==> config.mk <==
export PLATFORM = sky130hd
export DESIGN_NAME = rate_monotonic_tick_scheduler_top
export DESIGN_NICKNAME = d
export VERILOG_FILES = /design/src/rmts_pkg.sv /design/src/rmts_cell.sv /design/src/rate_monotonic_tick_scheduler_top.sv
export VERILOG_INCLUDE_DIRS = /design/src /design/src/src
export SDC_FILE = /design/constraint.sdc
export NUM_CORES = 2
export LEC_CHECK = 0
export BUFFER_PORTS_ARGS = -buffer_cell sky130_fd_sc_hd__buf_4
export CAP_MARGIN = 25
export CORE_MARGIN = 1
export CORE_UTILIZATION = 61
export DETAILED_ROUTE_END_ITERATION = 10
export HOLD_SLACK_MARGIN = 0.1
export MAX_ROUTING_LAYER = met4
export PLACE_DENSITY = 0.78
export SLEW_MARGIN = 15
export SYNTH_ARGS = -nofsm -noshare
export SYNTH_HDL_FRONTEND = slang
export SYNTH_HIERARCHICAL = 1
export SYNTH_SLANG_ARGS = --single-unit
==> constraint.sdc <==
create_clock -name clk_i -period 23.3 [get_ports clk_i]
set_input_delay 4.66 -clock clk_i [delete_from_list [all_inputs] [get_ports clk_i]]
set_output_delay 4.66 -clock clk_i [all_outputs]
set_load 0.005 [all_outputs]
==> src/assert_macros.svh <==
// Assertion helpers shared by the RTL.
`ifndef ASSERT_MACROS_SVH
`define ASSERT_MACROS_SVH

// Clocked on clk_i, off while rst_ni is low.
`define RMTS_ASSERT(name, prop, msg) \
  name: assert property (@(posedge clk_i) disable iff (!rst_ni) prop) else $error(msg);

// Same, but also checked while in reset.
`define RMTS_ASSERT_ALWAYS(name, prop, msg) \
  name: assert property (@(posedge clk_i) prop) else $error(msg);

`endif

==> src/rmts_pkg.sv <==
package rmts_pkg;

  localparam int unsigned MaxSlots   = 8;
  localparam int unsigned SlotIdxW   = 3;
  localparam int unsigned CfgIdxW    = 4;
  localparam int unsigned CfgDataW   = 32;
  localparam int unsigned FieldW     = 16;
  localparam int unsigned DefSlotCnt = 8;
  localparam int unsigned DefTimeW   = 16;

  localparam logic [CfgDataW-1:0] TimingReset = 32'h0001_0000;

  // Selection token handed from cell to cell.
  typedef struct packed {
    logic                found;
    logic [SlotIdxW-1:0] idx;
  } sel_t;

endpackage

==> src/rmts_cell.sv <==
module rmts_cell #(
  parameter int unsigned TIME_BITS = rmts_pkg::DefTimeW,
  parameter int unsigned CELL_IDX  = 0
) (
  input  logic                          clk_i,
  input  logic                          rst_ni,
  input  logic                          tick_i,
  input  logic                          restart_i,
  input  logic [rmts_pkg::CfgDataW-1:0] timing_i,
  input  rmts_pkg::sel_t                sel_i,
  input  logic [TIME_BITS-1:0]          per_i,
  output rmts_pkg::sel_t                sel_o,
  output logic [TIME_BITS-1:0]          per_o,
  input  rmts_pkg::sel_t                winner_i,
  output logic                          release_o,
  output logic                          miss_o
);
  import rmts_pkg::*;

  logic [TIME_BITS-1:0] phase_q, phase_d;
  logic [TIME_BITS-1:0] work_q, work_d;
  logic [TIME_BITS-1:0] per_raw, per, exec_t;
  logic [TIME_BITS-1:0] ph, wk, wk_rel;
  logic [TIME_BITS:0]   nx;
  logic                 en, ready, take, win;

  if (TIME_BITS >= FieldW) begin : g_wide
    assign per_raw = TIME_BITS'(timing_i[31:16]);
    assign exec_t  = TIME_BITS'(timing_i[15:0]);
  end else begin : g_narrow
    assign per_raw = timing_i[16 +: TIME_BITS];
    assign exec_t  = timing_i[TIME_BITS-1:0];
  end

  // zero period counts as one
  assign per = (per_raw == '0) ? TIME_BITS'(1) : per_raw;

  always_comb begin
    ph        = restart_i ? '0 : phase_q;
    wk        = restart_i ? '0 : work_q;
    en        = (exec_t != '0);
    release_o = en && (ph == '0);
    miss_o    = release_o && (wk != '0);
    if (!en) begin
      wk_rel = '0;
    end else if (release_o) begin
      wk_rel = exec_t;
    end else begin
      wk_rel = wk;
    end
    ready = (wk_rel != '0);
  end

  // compare against the best so far; strict less keeps the lower index on ties
  always_comb begin
    take = ready && (!sel_i.found || (per < per_i));
    if (take) begin
      sel_o.found = 1'b1;
      sel_o.idx   = SlotIdxW'(CELL_IDX);
      per_o       = per;
    end else begin
      sel_o = sel_i;
      per_o = per_i;
    end
  end

  assign win = winner_i.found && (winner_i.idx == SlotIdxW'(CELL_IDX));

  always_comb begin
    nx      = {1'b0, ph} + (TIME_BITS+1)'(1);
    work_d  = win ? (wk_rel - TIME_BITS'(1)) : wk_rel;
    if (!en || (nx >= {1'b0, per})) begin
      phase_d = '0;
    end else begin
      phase_d = nx[TIME_BITS-1:0];
    end
  end

  always_ff @(posedge clk_i or negedge rst_ni) begin
    if (!rst_ni) begin
      phase_q <= '0;
      work_q  <= '0;
    end else if (tick_i) begin
      phase_q <= phase_d;
      work_q  <= work_d;
    end
  end

endmodule

==> src/rate_monotonic_tick_scheduler_top.sv <==
// Rate-monotonic tick scheduler, one time tick per input transfer.
// Result is registered, valid in the cycle after the tick transfer.
// Throughput: one tick per cycle when out_ready_i is high; cells update in
//   parallel and selection ripples once through the cell row in the cycle.
// Reset: counters cleared, all slot timing registers at period 1 / exec 0.
`include "assert_macros.svh"

module rate_monotonic_tick_scheduler_top #(
  parameter int unsigned SLOT_COUNT = rmts_pkg::DefSlotCnt,
  parameter int unsigned TIME_BITS  = rmts_pkg::DefTimeW
) (
  input  logic                          clk_i,
  input  logic                          rst_ni,
  // configuration write channel
  input  logic                          cfg_valid_i,
  output logic                          cfg_ready_o,
  input  logic [rmts_pkg::CfgIdxW-1:0]  cfg_index_i,
  input  logic [rmts_pkg::CfgDataW-1:0] cfg_data_i,
  // tick channel
  input  logic                          in_valid_i,
  output logic                          in_ready_o,
  input  logic                          restart_i,
  // result channel
  output logic                          out_valid_o,
  input  logic                          out_ready_i,
  output logic [rmts_pkg::SlotIdxW-1:0] running_slot_o,
  output logic                          idle_o,
  output logic [rmts_pkg::MaxSlots-1:0] miss_mask_o,
  output logic [rmts_pkg::MaxSlots-1:0] release_mask_o
);
  import rmts_pkg::*;

  logic [CfgDataW-1:0]  timing_q [SLOT_COUNT];
  sel_t                 sel_chain [SLOT_COUNT+1];
  logic [TIME_BITS-1:0] per_chain [SLOT_COUNT+1];
  logic [SLOT_COUNT-1:0] rel_bits, miss_bits;
  logic [MaxSlots-1:0]  rel_mask, miss_mask;
  sel_t                 winner;
  logic                 tick;

  logic                 out_valid_q;
  logic [SlotIdxW-1:0]  slot_q;
  logic                 idle_q;
  logic [MaxSlots-1:0]  miss_q, rel_q;

  // Configuration: always ready; slots past SLOT_COUNT have no effect.
  assign cfg_ready_o = 1'b1;

  always_ff @(posedge clk_i or negedge rst_ni) begin
    if (!rst_ni) begin
      for (int i = 0; i < SLOT_COUNT; i++) begin
        timing_q[i] <= TimingReset;
      end
    end else if (cfg_valid_i) begin
      for (int i = 0; i < SLOT_COUNT; i++) begin
        if (cfg_index_i == CfgIdxW'(i)) begin
          timing_q[i] <= cfg_data_i;
        end
      end
    end
  end

  // Output register frees up when its result transfers out.
  assign in_ready_o = !out_valid_q || out_ready_i;
  assign tick       = in_valid_i && in_ready_o;

  // Cell row: the token enters empty and leaves carrying the winner.
  assign sel_chain[0] = '0;
  assign per_chain[0] = '0;

  for (genvar g = 0; g < SLOT_COUNT; g++) begin : g_cell
    rmts_cell #(
      .TIME_BITS (TIME_BITS),
      .CELL_IDX  (g)
    ) u_cell (
      .clk_i     (clk_i),
      .rst_ni    (rst_ni),
      .tick_i    (tick),
      .restart_i (restart_i),
      .timing_i  (timing_q[g]),
      .sel_i     (sel_chain[g]),
      .per_i     (per_chain[g]),
      .sel_o     (sel_chain[g+1]),
      .per_o     (per_chain[g+1]),
      .winner_i  (winner),
      .release_o (rel_bits[g]),
      .miss_o    (miss_bits[g])
    );
  end

  // Winner is broadcast back so only that cell burns a unit of work.
  assign winner = sel_chain[SLOT_COUNT];

  always_comb begin
    rel_mask  = '0;
    miss_mask = '0;
    rel_mask[SLOT_COUNT-1:0]  = rel_bits;
    miss_mask[SLOT_COUNT-1:0] = miss_bits;
  end

  always_ff @(posedge clk_i or negedge rst_ni) begin
    if (!rst_ni) begin
      out_valid_q <= 1'b0;
    end else if (tick) begin
      out_valid_q <= 1'b1;
    end else if (out_ready_i) begin
      out_valid_q <= 1'b0;
    end
  end

  // Result payload, no reset needed.
  always_ff @(posedge clk_i) begin
    if (tick) begin
      slot_q <= winner.found ? winner.idx : '0;
      idle_q <= !winner.found;
      miss_q <= miss_mask;
      rel_q  <= rel_mask;
    end
  end

  assign out_valid_o    = out_valid_q;
  assign running_slot_o = slot_q;
  assign idle_o         = idle_q;
  assign miss_mask_o    = miss_q;
  assign release_mask_o = rel_q;

  `RMTS_ASSERT(a_miss_needs_release, out_valid_o |-> ((miss_mask_o & ~release_mask_o) == '0), "miss without release")
  `RMTS_ASSERT(a_idle_slot_zero, (out_valid_o && idle_o) |-> (running_slot_o == '0), "idle result names a slot")
  `RMTS_ASSERT(a_rose_after_tick, $rose(out_valid_o) |-> $past(tick), "result without tick")
  `RMTS_ASSERT_ALWAYS(a_ready_when_empty, !out_valid_q |-> in_ready_o, "stalled with empty output")

endmodule
==> impl_results.md <==
- Hold Startpoint: g_cell[7].u_cell/work_q[6]$_DFFE_PN0P_
- R2R Setup Slk: 4.24 ns
- Worst rel slew slack: 0.322
- NumNets Final: 4490
- Die area: 66600 um^2
- Most common cell after layout, fill and taps aside: dfrtp_1
- Wire per inst: 22.1 um
- Gr ovfl total: 0
- Crit path buf inv count: 14
- First-pass GRT wire length: around 180000 um
- Max Cap Viol: 0
- # setup viols final: 0
- Post-CTS Setup Repair Bufs: 0
- Clk slew on worst S/H paths: 0.06 ns
- R2R cell count: 77
- Largest net degree at the start of global routing: 104
- CTS HTree Levels: 2
- Clock skew: 0.0295 ns
- DP HPWL: 79600 um
- Die H: 258 um
- DR vias/cell: 6.56
- Critical Path AT: around 23 ns
- Worst Path Required: ~24 ns
- PostCTS Resize Cnt: 0
- Max-slew violation count: 0
- Reg-to-Reg End: g_cell[0].u_cell/work_q[14]$_DFFE_PN0P_
- Crit path kind: input pin to flip-flop
- Pleak: 18.7 nW
- Hold buffer count at CTS: 0
- Crit path capture type: flip-flop
- CTS tree: done
- Via count: 33557
- Cell area power density: 107 nW/um^2
- Final Cycle Share: 0.946
- Ys Warns: 6
- Drt pass-1 iters: 6
- Final core utilization: 0.661
- Root Driver: clkbuf_16
- Port bufs: 63
- Worst hold path endpoint: g_cell[7].u_cell/work_q[6]$_DFFE_PN0P_
- Worst VDD drop: 91.9 uV
- Most frequent cells in the layout: dfrtp_1, nor2_1, inv_1, nand2_1, ha_1
- RSZ-0062 raised after global routing: no
- Status: finished, final reports clean
- Critical path peak fanout: 19
- Layout area overhead: 6.80%
- Setup TNS: 0 ns
- Mapped Area: 40000 um^2
- Clock sinks: 533
- Worst setup SP type: input pin
- Placement Cell Area: 40500 um^2
- GR Util All Layers: 0.346
- Antenna Nets Post-Route: 0
- I/O pin cnt: 65
- Cts bufs inserted: 60
- Worst path slowest cell: nor4b_4
- Core outline area: 64700 um^2
- Worst hold path stage count: 1
- DRC: 0
- CP max stage delay: 0.73 ns
- Share of layout cells above drive strength 1: 0.158
- R2R Path Start: timing_q[236]$_DFFE_PN0P_
- Vias in the first global route: 31428
- Die X: 258 um
- CP delay by family, top: simple AND/OR/NAND/NOR gates
- Final wirelength: 113000 um
- Final instance area: 42800 um^2
- Clock latency on the worst-skew pair: approximately 0.65 ns
- Mapped Avg Cell Area: 9.28 um^2
- Hold Path Class: flip-flop to flip-flop
- RePlAce Congestion: ~1.0
- Longest Clk Path Bufs: 3
- Worst Tran Pin Value: slightly above 1 ns
- Initial Util: 0.619
- Initial antenna violation count: 10
- Fin crit period: about 22 ns
- Row Count: just over 90
- Fmax: about 45 MHz
- DR iter-0 viols: 3784
- Post-Synthesis Cells: 4313
- Fin. Hold Viols: 0
[worst register-to-register path: cells and delay by family, from the launching register on]
kind            cells  cell delay (ns)
compound gates     27             5.49
xor+xnor            1             0.06
fa+ha+maj           7             1.96
buf+inv            12             2.03
flops               1             0.45
mux                 8             1.99
simple gates       22             7.03
[sequential cells by signal, summed over array words and instances, names as in the netlist]
signal,cells
timing_q,256
g_cell.u_cell/phase_q,128
g_cell.u_cell/work_q,128
miss_mask_o,8
release_mask_o,8
running_slot_o,3
idle_o,1
out_valid_o,1
[per-layer routing]
layer / up-vias / track usage / wire [um]
met5: - / - / 0
met1: 16495 / 0.489 / 50200
met2: 1367 / 0.518 / 50500
met3: 199 / 0.0443 / 8740
met4: 0 / 0.106 / 3510
li1: 15496 / - / -
[final cells by class]
class	count	area (um^2)
multi-input cells	3167	23900
clock inverters	34	408
repair buffers	127	1030
fillers	5237	21900
flip-flops and latches	533	13400
well taps	855	1070
clock buffers	79	1690
diodes	6	15.0
inverters	311	1170
[per-stage QoR]
step | setup WS [ns] | hold slack (ns) | power [W] | std cells
floorplan | 3.69 | 0.469 | 0.00305 | 4336
global placement | 0.746 | 0.500 | 0.00347 | 4986
detailed placement | 0.396 | 0.499 | 0.00352 | 4987
CTS | 1.02 | 0.513 | 0.00454 | 5100
global route | 0.0320 | 0.533 | 0.00488 | 5109
finish | 1.25 | 0.511 | 0.00458 | 5112
[worst max-delay path by stage]
| stage | startpoint | to | slack, ns | cells past startpoint |
|---|---|---|---|---|
| 5_1_grt | restart_i | g_cell[0].u_cell/work_q[14]$_DFFE_PN0P_ | 0.03 | 74 |
| 6_report | restart_i | g_cell[0].u_cell/work_q[14]$_DFFE_PN0P_ | 1.25 | 78 |
| 4_1_cts | restart_i | g_cell[0].u_cell/work_q[14]$_DFFE_PN0P_ | 1.02 | 76 |
| 3_3_place_gp | restart_i | g_cell[0].u_cell/work_q[14]$_DFFE_PN0P_ | 0.75 | 74 |
| 2_1_floorplan | restart_i | g_cell[1].u_cell/work_q[15]$_DFFE_PN0P_ | 3.69 | 91 |
| 3_5_place_dp | restart_i | g_cell[0].u_cell/work_q[14]$_DFFE_PN0P_ | 0.40 | 73 |
[report_power, final]
part / switching [W] / internal [W] / total (W)
Clock: 0.000411 / 0.000598 / 0.00101
Combinational: 0.00122 / 0.000916 / 0.00214
Sequential: 0.000285 / 0.00115 / 0.00143
Total: 0.00192 / 0.00266 / 0.00458
(Power assumes the default switching activity.)
